`src/sv/pal_pkg.sv`:
```
package pal_pkg;

    localparam int MAX_ENTRIES = 16;
    localparam int ENTRY_BITS  = 8;
    localparam int IDX_W       = $clog2(MAX_ENTRIES);
    localparam int CNT_W       = $clog2(MAX_ENTRIES + 1);
    localparam int CMD_W       = 3;
    localparam int POS_W       = 6;
    localparam int STATUS_W    = 2;

    typedef enum logic [CMD_W-1:0] {
        CMD_INSERT   = 3'd0,
        CMD_REMOVE   = 3'd1,
        CMD_RETRIEVE = 3'd2,
        CMD_REPLACE  = 3'd3,
        CMD_CLEAR    = 3'd4
    } t_cmd;

    typedef enum logic [STATUS_W-1:0] {
        ST_OK        = 2'd0,
        ST_OVERFLOW  = 2'd1,
        ST_UNDERFLOW = 2'd2,
        ST_RANGE     = 2'd3
    } t_status;

    typedef enum logic [1:0] {
        CELL_HOLD,
        CELL_INSERT,
        CELL_REMOVE,
        CELL_REPLACE
    } t_cell_op;

    typedef struct packed {
        t_cell_op              op;
        logic [IDX_W-1:0]      pos;
        logic [ENTRY_BITS-1:0] val;
    } t_cell_ctl;

endpackage

```
`src/sv/pal_cell.sv`:
```
module pal_cell (
    input  logic                           i_clk,
    input  logic [pal_pkg::IDX_W-1:0]      i_idx,
    input  pal_pkg::t_cell_ctl             i_ctl,
    input  logic [pal_pkg::ENTRY_BITS-1:0] i_lower,
    input  logic [pal_pkg::ENTRY_BITS-1:0] i_upper,
    output logic [pal_pkg::ENTRY_BITS-1:0] o_q
);
    import pal_pkg::*;

    logic [ENTRY_BITS-1:0] r_q;
    logic [ENTRY_BITS-1:0] n_q;

    always_comb begin
        n_q = r_q;
        unique case (i_ctl.op)
            CELL_INSERT: begin
                // open a gap at the position, take the lower neighbor above it
                if (i_idx == i_ctl.pos) begin
                    n_q = i_ctl.val;
                end else if (i_idx > i_ctl.pos) begin
                    n_q = i_lower;
                end
            end
            CELL_REMOVE: begin
                // close the gap: pull the upper neighbor down
                if (i_idx >= i_ctl.pos) begin
                    n_q = i_upper;
                end
            end
            CELL_REPLACE: begin
                if (i_idx == i_ctl.pos) begin
                    n_q = i_ctl.val;
                end
            end
            default: n_q = r_q;
        endcase
    end

    always_ff @(posedge i_clk) begin
        r_q <= n_q;
    end

    assign o_q = r_q;

endmodule

```
`src/sv/pal_ctrl.sv`:
```
module pal_ctrl (
    input  logic                           i_clk,
    input  logic                           i_rst_n,
    input  logic                           i_start,
    input  logic [pal_pkg::CMD_W-1:0]      i_cmd,
    input  logic [pal_pkg::POS_W-1:0]      i_position,
    input  logic [pal_pkg::ENTRY_BITS-1:0] i_item_in,
    input  logic [pal_pkg::ENTRY_BITS-1:0] i_rd_data,
    output logic [pal_pkg::IDX_W-1:0]      o_rd_idx,
    output pal_pkg::t_cell_ctl             o_ctl,
    output logic                           o_busy,
    output logic                           o_valid,
    output logic [pal_pkg::STATUS_W-1:0]   o_status,
    output logic [pal_pkg::ENTRY_BITS-1:0] o_item_out,
    output logic [pal_pkg::CNT_W-1:0]      o_length
);
    import pal_pkg::*;

    logic                  r_ready;
    logic                  r_valid;
    logic [CNT_W-1:0]      r_used;
    logic [CNT_W-1:0]      n_used;
    t_status               r_status;
    t_status               n_status;
    logic [ENTRY_BITS-1:0] r_item;
    logic [ENTRY_BITS-1:0] n_item;
    t_cell_op              n_op;
    logic                  accept;
    logic                  neg;
    logic [CNT_W-1:0]      pos;
    logic                  full;
    logic                  empty;

    assign accept = i_start && r_ready;
    assign neg    = i_position[POS_W-1];
    assign pos    = i_position[CNT_W-1:0];
    assign full   = (r_used == CNT_W'(MAX_ENTRIES));
    assign empty  = (r_used == '0);

    always_comb begin
        n_used   = r_used;
        n_status = ST_OK;
        n_item   = '0;
        n_op     = CELL_HOLD;
        if (accept) begin
            unique case (i_cmd)
                CMD_INSERT: begin
                    if (full) begin
                        n_status = ST_OVERFLOW;
                    end else if (neg || pos > r_used) begin
                        n_status = ST_RANGE;
                    end else begin
                        n_op   = CELL_INSERT;
                        n_used = r_used + 1'b1;
                    end
                end
                CMD_REMOVE, CMD_RETRIEVE, CMD_REPLACE: begin
                    if (empty) begin
                        n_status = ST_UNDERFLOW;
                    end else if (neg || pos >= r_used) begin
                        n_status = ST_RANGE;
                    end else if (i_cmd == CMD_REPLACE) begin
                        n_op = CELL_REPLACE;
                    end else begin
                        n_item = i_rd_data;
                        if (i_cmd == CMD_REMOVE) begin
                            n_op   = CELL_REMOVE;
                            n_used = r_used - 1'b1;
                        end
                    end
                end
                CMD_CLEAR: n_used = '0;
                default:   n_used = r_used;
            endcase
        end
    end

    assign o_rd_idx  = pos[IDX_W-1:0];
    assign o_ctl.op  = n_op;
    assign o_ctl.pos = pos[IDX_W-1:0];
    assign o_ctl.val = i_item_in;

    always_ff @(posedge i_clk) begin
        if (!i_rst_n) begin
            r_ready <= 1'b0;
            r_valid <= 1'b0;
            r_used  <= '0;
        end else begin
            r_ready <= 1'b1;
            r_valid <= accept;
            r_used  <= n_used;
        end
    end

    always_ff @(posedge i_clk) begin
        r_status <= n_status;
        r_item   <= n_item;
    end

    assign o_busy     = !r_ready;
    assign o_valid    = r_valid;
    assign o_status   = r_status;
    assign o_item_out = r_item;
    assign o_length   = r_used;

    a_beat_answers: assert property (@(posedge i_clk) disable iff (!i_rst_n)
        accept |=> r_valid)
        else $error("accepted beat gave no result");

    a_used_bound: assert property (@(posedge i_clk) disable iff (!i_rst_n)
        r_used <= CNT_W'(MAX_ENTRIES))
        else $error("entry count above capacity");

    a_overflow_full: assert property (@(posedge i_clk) disable iff (!i_rst_n)
        (r_valid && r_status == ST_OVERFLOW) |-> full)
        else $error("overflow reported on a list that is not full");

    a_underflow_empty: assert property (@(posedge i_clk) disable iff (!i_rst_n)
        (r_valid && r_status == ST_UNDERFLOW) |-> empty)
        else $error("underflow reported on a list that is not empty");

    a_count_step: assert property (@(posedge i_clk) disable iff (!i_rst_n)
        (!accept) |=> $stable(r_used))
        else $error("entry count moved without a beat");

endmodule

```
`src/sv/positional_array_list.sv`:
```
// Bounded ordered list of up to 16 eight-bit entries. Pulse i_start with a
// command (insert, remove, retrieve, replace, clear), a signed position and
// a value; one result follows in the next cycle on o_valid with status, the
// entry read and the new length. The result is shown for that single cycle
// and cannot be held off, so capture it then. Every entry sits in its own
// cell of a row that shifts all entries at once, so a new command can be
// issued in every cycle while o_busy is low. o_busy is high only while in
// reset and for the first cycle after it.
module positional_array_list (
    input  logic                           i_clk,
    input  logic                           i_rst_n,
    input  logic                           i_start,
    input  logic [pal_pkg::CMD_W-1:0]      i_cmd,
    input  logic [pal_pkg::POS_W-1:0]      i_position,
    input  logic [pal_pkg::ENTRY_BITS-1:0] i_item_in,
    output logic                           o_busy,
    output logic                           o_valid,
    output logic [pal_pkg::STATUS_W-1:0]   o_status,
    output logic [pal_pkg::ENTRY_BITS-1:0] o_item_out,
    output logic [pal_pkg::CNT_W-1:0]      o_length
);
    import pal_pkg::*;

    logic [ENTRY_BITS-1:0] cell_q [MAX_ENTRIES];
    logic [IDX_W-1:0]      rd_idx;
    logic [ENTRY_BITS-1:0] rd_data;
    t_cell_ctl             ctl;

    assign rd_data = cell_q[rd_idx];

    pal_ctrl u_ctrl (
        .i_clk      (i_clk),
        .i_rst_n    (i_rst_n),
        .i_start    (i_start),
        .i_cmd      (i_cmd),
        .i_position (i_position),
        .i_item_in  (i_item_in),
        .i_rd_data  (rd_data),
        .o_rd_idx   (rd_idx),
        .o_ctl      (ctl),
        .o_busy     (o_busy),
        .o_valid    (o_valid),
        .o_status   (o_status),
        .o_item_out (o_item_out),
        .o_length   (o_length)
    );

    for (genvar g = 0; g < MAX_ENTRIES; g++) begin : g_cell
        logic [ENTRY_BITS-1:0] lower;
        logic [ENTRY_BITS-1:0] upper;

        // ends of the row feed back their own entry
        if (g == 0) begin : g_lo_end
            assign lower = cell_q[g];
        end else begin : g_lo
            assign lower = cell_q[g-1];
        end
        if (g == MAX_ENTRIES - 1) begin : g_hi_end
            assign upper = cell_q[g];
        end else begin : g_hi
            assign upper = cell_q[g+1];
        end

        pal_cell u_cell (
            .i_clk   (i_clk),
            .i_idx   (IDX_W'(g)),
            .i_ctl   (ctl),
            .i_lower (lower),
            .i_upper (upper),
            .o_q     (cell_q[g])
        );
    end

endmodule
```
`config.mk`:
```
export PLATFORM = sky130hd
export DESIGN_NAME = positional_array_list
export DESIGN_NICKNAME = d
export VERILOG_FILES = /design/src/sv/pal_pkg.sv /design/src/sv/pal_cell.sv /design/src/sv/pal_ctrl.sv /design/src/sv/positional_array_list.sv
export SDC_FILE = /design/constraint.sdc
export NUM_CORES = 1
export LEC_CHECK = 0
export BUFFER_PORTS_ARGS = -buffer_cell sky130_fd_sc_hd__buf_4
export CAP_MARGIN = 30
export CORE_MARGIN = 10
export CORE_UTILIZATION = 50
export CTS_CLUSTER_DIAMETER = 50
export DETAILED_ROUTE_END_ITERATION = 8
export GPL_TIMING_DRIVEN = 0
export PLACE_DENSITY = 0.76
export REMOVE_ABC_BUFFERS = 1
export SKIP_LAST_GASP = 1
export SYNTH_ARGS = -nofsm -noshare
export SYNTH_HDL_FRONTEND = slang
export SYNTH_SLANG_ARGS = --single-unit
```
`constraint.sdc`:
```
create_clock -name i_clk -period 6.6 [get_ports i_clk]
set_clock_uncertainty 0.05 [all_clocks]
set_input_delay 0.99 -clock i_clk [delete_from_list [all_inputs] [get_ports i_clk]]
set_output_delay 0.99 -clock i_clk [all_outputs]
set_load 0.01 [all_outputs]
```
=== Word level (Yosys, flattened, before mapping) ===
Cells that the tools add are included.
W data, S select, Z words.

* Logic and storage cells: 266
* Output and inout bits: 17
* Bits of input ports: 20
* Bits in registers: 145

* Add/sub/neg operators: 2
* Magnitude comparators: 33
* Eq/ne operators: 75
* Mux-type cells: 101
* Reduce and logical (&&, ||, !) cells: 31
* Bitwise gates (word level): 3

{| class="wikitable"
|+ Operator list
! operator !! number
|-
| $mux W8 || 63
|-
| $pmux W8 S3 || 14
|-
| $ne A2 B1 Y1 const B || 32
|-
| $reduce_and A4 Y1 || 14
|-
| $ne A3 B1 Y1 const B || 15
|-
| $bmux W8 S4 || 1
|-
| $eq A4 B4 Y1 const A || 8
|-
| $gt A4 B4 Y1 const A || 8
|-
| $pmux W8 S2 || 2
|-
| $mux W5 || 6
|-
| $ge A4 B4 Y1 const A || 7
|-
| $mux W2 || 10
|-
| $eq A3 B4 Y1 const A || 4
|-
| $ge A3 B4 Y1 const A || 4
|-
| $gt A3 B4 Y1 const A || 4
|-
| $pmux W5 S3 || 1
|-
| $ne A2 B2 Y1 const B || 5
|-
| $eq A2 B4 Y1 const A || 2
|-
| $ge A1 B4 Y1 const A || 2
|-
| $ge A2 B4 Y1 const A || 2
|-
| $gt A2 B4 Y1 const A || 2
|-
| $pmux W2 S2 || 2
|-
| $reduce_and A8 Y1 || 1
|-
| $eq A3 B2 Y1 const B || 2
|-
| other kinds (27) || 34
|}

=== Longest topological paths before layout ===
* Depth after elaboration: 11
* Gate-level depth with buffers: 14
* Depth with buffers taken out: 10

=== Hierarchy ===
A second synthesis with hierarchy kept.

* Cell total of the unflattened synthesis: 1060
* Area total of the unflattened synthesis: 12087.8 µm²

{| class="wikitable"
|+ By module, submodules not included
! module !! area each (µm²) !! times used !! cells an instance !! seq. area each (µm²)
|-
| pal_cell || 620.6 || 16 || 54 || 240.2
|-
| pal_ctrl || 1117.3 || 1 || 124 || 340.3
|-
| positional_array_list || 1041.0 || 1 || 72 || 0.0
|}

=== Worst setup path before layout ===
Ideal clock, no wire load.

* Kind: in2reg
* Start: input i_position[0] in the netlist's numbering
* End: register g_cell[5].u_cell.r_q[0], enable pin
* Required time: 6166 ps
* Arrival: 3837 ps
* Path slack: 2329 ps
* Path buffers: 5
* Stages on the path: 13
* Setup time: 384 ps
* Path through: buf_2 > buf_2 > inv_1 > ha_1 > nand3_1 > o22ai_2 > nor4_4 > and3_1 > buf_6 > nand2b_4 > buf_6 > buf_4 > o21ai_0

* Word-level cells in the longest chain between the ends: 9
* Elaborated cells on any way between the ends: 21
* Those cells by class: 4 x order compare; 7 x eq/ne; 6 x mux; 4 x reduce/logical

{| class="wikitable"
|+ Ends and longest elaborated chain
! what !! line !! text
|-
| from (decl) || positional_array_list.sv:14 || <nowiki>input logic [pal_pkg::POS_W-1:0] i_position,</nowiki>
|-
| $ge A5 B5 Y1 / $gt A5 B5 Y1 (equally long branches) || pal_ctrl.sv:60, pal_ctrl.sv:50 ||
|-
| $logic_or A1 B1 Y1, on equally long branches || pal_ctrl.sv:60, pal_ctrl.sv:50 ||
|-
| $mux W2 / $mux W1 (equally long branches) || pal_ctrl.sv:60, pal_ctrl.sv:50 ||
|-
| $mux W2, on equally long branches || pal_ctrl.sv:58, pal_ctrl.sv:48 ||
|-
| $pmux W2 S2 || pal_ctrl.sv:46 || <nowiki>unique case (i_cmd)</nowiki>
|-
| $mux W2 || pal_ctrl.sv:45 || <nowiki>if (accept) begin</nowiki>
|-
| $eq A2 B1 Y1 / $eq A2 B2 Y1 (equally long branches) || pal_cell.sv:16 || <nowiki>unique case (i_ctl.op)</nowiki>
|-
| $ne A3 B1 Y1 (no line) (tied with other cells) || - ||
|-
| $reduce_and A4 Y1 (no line) * || - ||
|-
| to (signal assigned) || pal_cell.sv:41 || <nowiki>r_q <= n_q;</nowiki>
|-
| to (decl) || pal_cell.sv:11 || <nowiki>logic [ENTRY_BITS-1:0] r_q;</nowiki>
|}

Mark *: on every way between the ends. The rest lies on a longest branch, timed or not.
A chain may end at the register's enable or synchronous reset.

=== Worst setup path in the final report ===
* Start: input i_position[0] in the netlist's numbering
* End: register g_cell[5].u_cell.r_q[1], enable pin

Same word-level chain as after synthesis.

==> metrics.md <==
| Metric | Value |
|---|---|
| Worst hold start | `u_ctrl.r_ready` |
| Max Freq | `between 200 and 250 MHz` |
| Buf/Inv on CP | `3` |
| Crit path depth | `10` |
| Via density | `approximately 7.1` |
| Worst Tran Pin Value | `0.997 ns` |
| Clock Tree Buf Depth | `2` |
| Pwr dens | `239 mW/mm^2` |
| Root Driver | `clkbuf_16` |
| Hold crit path type | `flop to flop` |
| Die height | `around 150 um` |
| Crit path max-delay family | `simple AND/OR/NAND/NOR gates` |
| CP max stage cell | `and3_1` |
| EDFF count, synth | `~130` |
| GP Congestion | `between 0.9 and 1` |
| Post-Synthesis Cells | `665` |
| Post-synth top cells | `edfxtp_1 (128), o22ai_1 (111), a21oi_1 (104)` |
| Psw | `around 0.50 mW` |
| Area occupied by multi-input gates | `~0.0036 mm^2` |
| IO Port Bufs | `36` |
| Antenna violations before repair | `1` |
| Initial Util | `0.511` |
| Post-DRT Antenna Nets | `0` |
| Path depth of the worst reg2reg path | `9` |
| Max Slew Vio Count | `0` |
| Sequential Power Share | `0.458` |
| Hold Fails Final Rpt | `0` |
| Post-synthesis async set-or-reset flop share | `0` |
| Die ar. | `between 0.02 and 0.025 mm^2` |
| Max Cap Viol | `0` |
| Leak Pwr | `3.04 nW` |
| Count leader, synth | `edfxtp_1` |
| Cell variety after synth | `53` |
| Critical path data required time | `between 6 and 7 ns` |
| Top cells by area, synth | `edfxtp_1 (47%), mux4_2 (11%), o22ai_1 (8.6%), a21oi_1 (6.4%), dfxtp_1 (4.2%)` |
| Non-Filler Instances | `between 900 and 1000` |
| Num Clock Sinks | `145` |
| Row cnt | `46` |
| Slew margin rel. | `0.336` |
| Deepest level of the CTS H-tree | `4` |
| Synth Area per Inst | `12.2 um^2` |
| Remaining global-route overflow | `0` |
| Layout net count | `715` |
| Synth Register Bits | `145` |
| Worst Setup Path Type | `input pin to flop` |
| DP Worst Slack | `1.23 ns` |
| WL/cell | `26.2 um` |
| Kind of start point of the critical path | `input pin` |
| Reg area | `about 0.0042 mm^2` |
| GRT Util Overall | `0.217` |
| Internal | `1.66 mW` |
| Total CTS buffers | `17` |
| Top_reg_cell synth | `edfxtp_1` |
| Placed cells | `881` |
| Unrepaired setup endpoints after global routing | `false` |
| CP Capture Type | `flop` |
| Clock transition at path regs | `roughly 0.06 ns` |
| Final HPWL DP | `16500 um` |
| Mapped Area | `0.00811 mm^2` |
| Drt total wl | `24000 um` |
| DRC | `0` |
| I/O pin count | `37` |
| Drt pass-1 iters | `8` |
| Arr. time, crit path | `4.85 ns` |
| Area of the core | `0.0159 mm^2` |
| Largest net degree at the start of global routing | `64` |
| Initial DRC Count | `1186` |
| Minimum clock period | `4.76 ns` |
| Vias in the first global route | `6374` |
| Fill count | `1258` |
| Share of cells above drive strength 1 | `0.235` |
| Largest stage delay on the critical path | `0.66 ns` |
| Die width | `147 um` |
| Synth top area share | `0.474` |
| Status | `completed` |
| Post-CTS setup buffers | `0` |
| Seq/Total Area, Yosys | `0.516` |
| Peak supply drop | `185 uV` |
| Clk_lat worst skew | `0.44 ns` |
| Final setup vio count | `0` |
| CP cell instances | `buf_4 > inv_1 > ha_1 > nand3_1 > o22ai_2 > nor4_4 > and3_1 > nand2b_4 > o21ai_0 > clkbuf_2` |
| Setup crit start | `i_position[0]` |
| Area delta synth->final | `11.8%` |
| Final worst slack | `1.84 ns` |
| Hold depth | `1` |
| Synth warn | `0` |
| Reg2Reg Launch Point | `u_ctrl.o_length[4]` |
| Sw Share | `0.233` |
| Comb pwr share | `0.073` |
| CP Max Fanout | `37` |
| Setup_tns | `0 ns` |
| Fin crit share | `0.721` |
| Clk pwr share | `0.469` |
| CTS tree | `yes` |
| Cell taking the most area after synthesis | `edfxtp_1` |
| Post-CTS sizing | `0` |
| Via Count | `6536` |
| First-pass GRT wire length | `between 30000 and 40000 um` |
| Cts hold-fix bufs | `0` |
layer usage:
metal	vias to the layer above	track usage	wire length [um]
li1	2757	-	-
met1	3202	0.277	8830
met2	502	0.349	11800
met3	75	0.0549	2710
met4	0	0.0857	658
met5	-	0	0
path summary, 6_finish.rpt:
check                       endpoint  slack, ns
max reg2reg  g_cell[5].u_cell.o_q[1]       2.63
max          g_cell[5].u_cell.o_q[1]       1.84
min                   u_ctrl.o_valid       0.46
min reg2reg           u_ctrl.o_valid       0.46
area by class of cell:
cell class	count	share of cell area
Sequential cell	145	0.461
Timing Repair Buffer	48	0.0417
Antenna cell	1	0.000276
Inverter	18	0.00745
Clock buffer	19	0.0488
Tap cell	216	0.0298
Clock inverter	13	0.0189
Multi-Input combinational cell	456	0.392
cells in the final DEF, fill, tap and decap left out, types with 2 or more instances in the layout:
master and n:
dfxtp_1 17, xnor2_1 3, mux2_2 16, o21ai_4 9, o31ai_1 2, buf_4 37, edfxtp_1 128, o21ai_2 3
inv_1 18, nand2_1 40, nand4b_1 3, a31oi_1 10, a211oi_1 3, nor2_1 16, o22ai_1 111, nand3_1 14
ha_1 8, a21o_1 3, and3_1 2, a21oi_2 9, mux4_2 40, bufinv_16 3, buf_2 8, clkinvlp_4 2
a21boi_0 4, inv_6 7, a21oi_1 104, nor2b_1 13, clkbuf_16 17, o21ai_0 10, buf_16 2, o21ai_1 5
nand4_1 3, nor4_1 2, nor3_1 3, nand2b_4 2
state kept, by name (all words and copies together), names as in the netlist:
| register | count |
|---|---|
| g_cell.u_cell.o_q | 128 |
| u_ctrl.o_item_out | 8 |
| u_ctrl.o_length | 5 |
| u_ctrl.o_status | 2 |
| u_ctrl.o_valid | 1 |
| u_ctrl.r_ready | 1 |
kinds of logic after synthesis:
logic type / synth area share
mux: 0.133
xor+xnor: 0.00432
simple gates: 0.0680
fa+ha+maj: 0.0148
buf+inv: 0.0475
flops: 0.516
compound gates: 0.216
per-stage QoR:
step	instance area (um^2)	util	power, mW	hold WS, ns
2_1_floorplan	7790	-	1.10	0.438
3_3_place_gp	8340	0.525	1.16	0.451
3_5_place_dp	8440	0.532	1.17	0.454
4_1_cts	9060	0.570	2.17	0.461
5_1_grt	9070	0.571	2.22	0.489
6_report	9070	0.571	2.17	0.464
power by group through the flow:
stage | Clock [mW] | Sequential (mW) | Combinational (mW)
floorplan | 0 | 1.01 | 0.0878
global placement | 0 | 1.01 | 0.146
detailed placement | 0 | 1.01 | 0.152
CTS | 1.02 | 0.993 | 0.153
global route | 1.06 | 0.993 | 0.166
finish | 1.02 | 0.994 | 0.157
(Power assumes the default switching activity.)
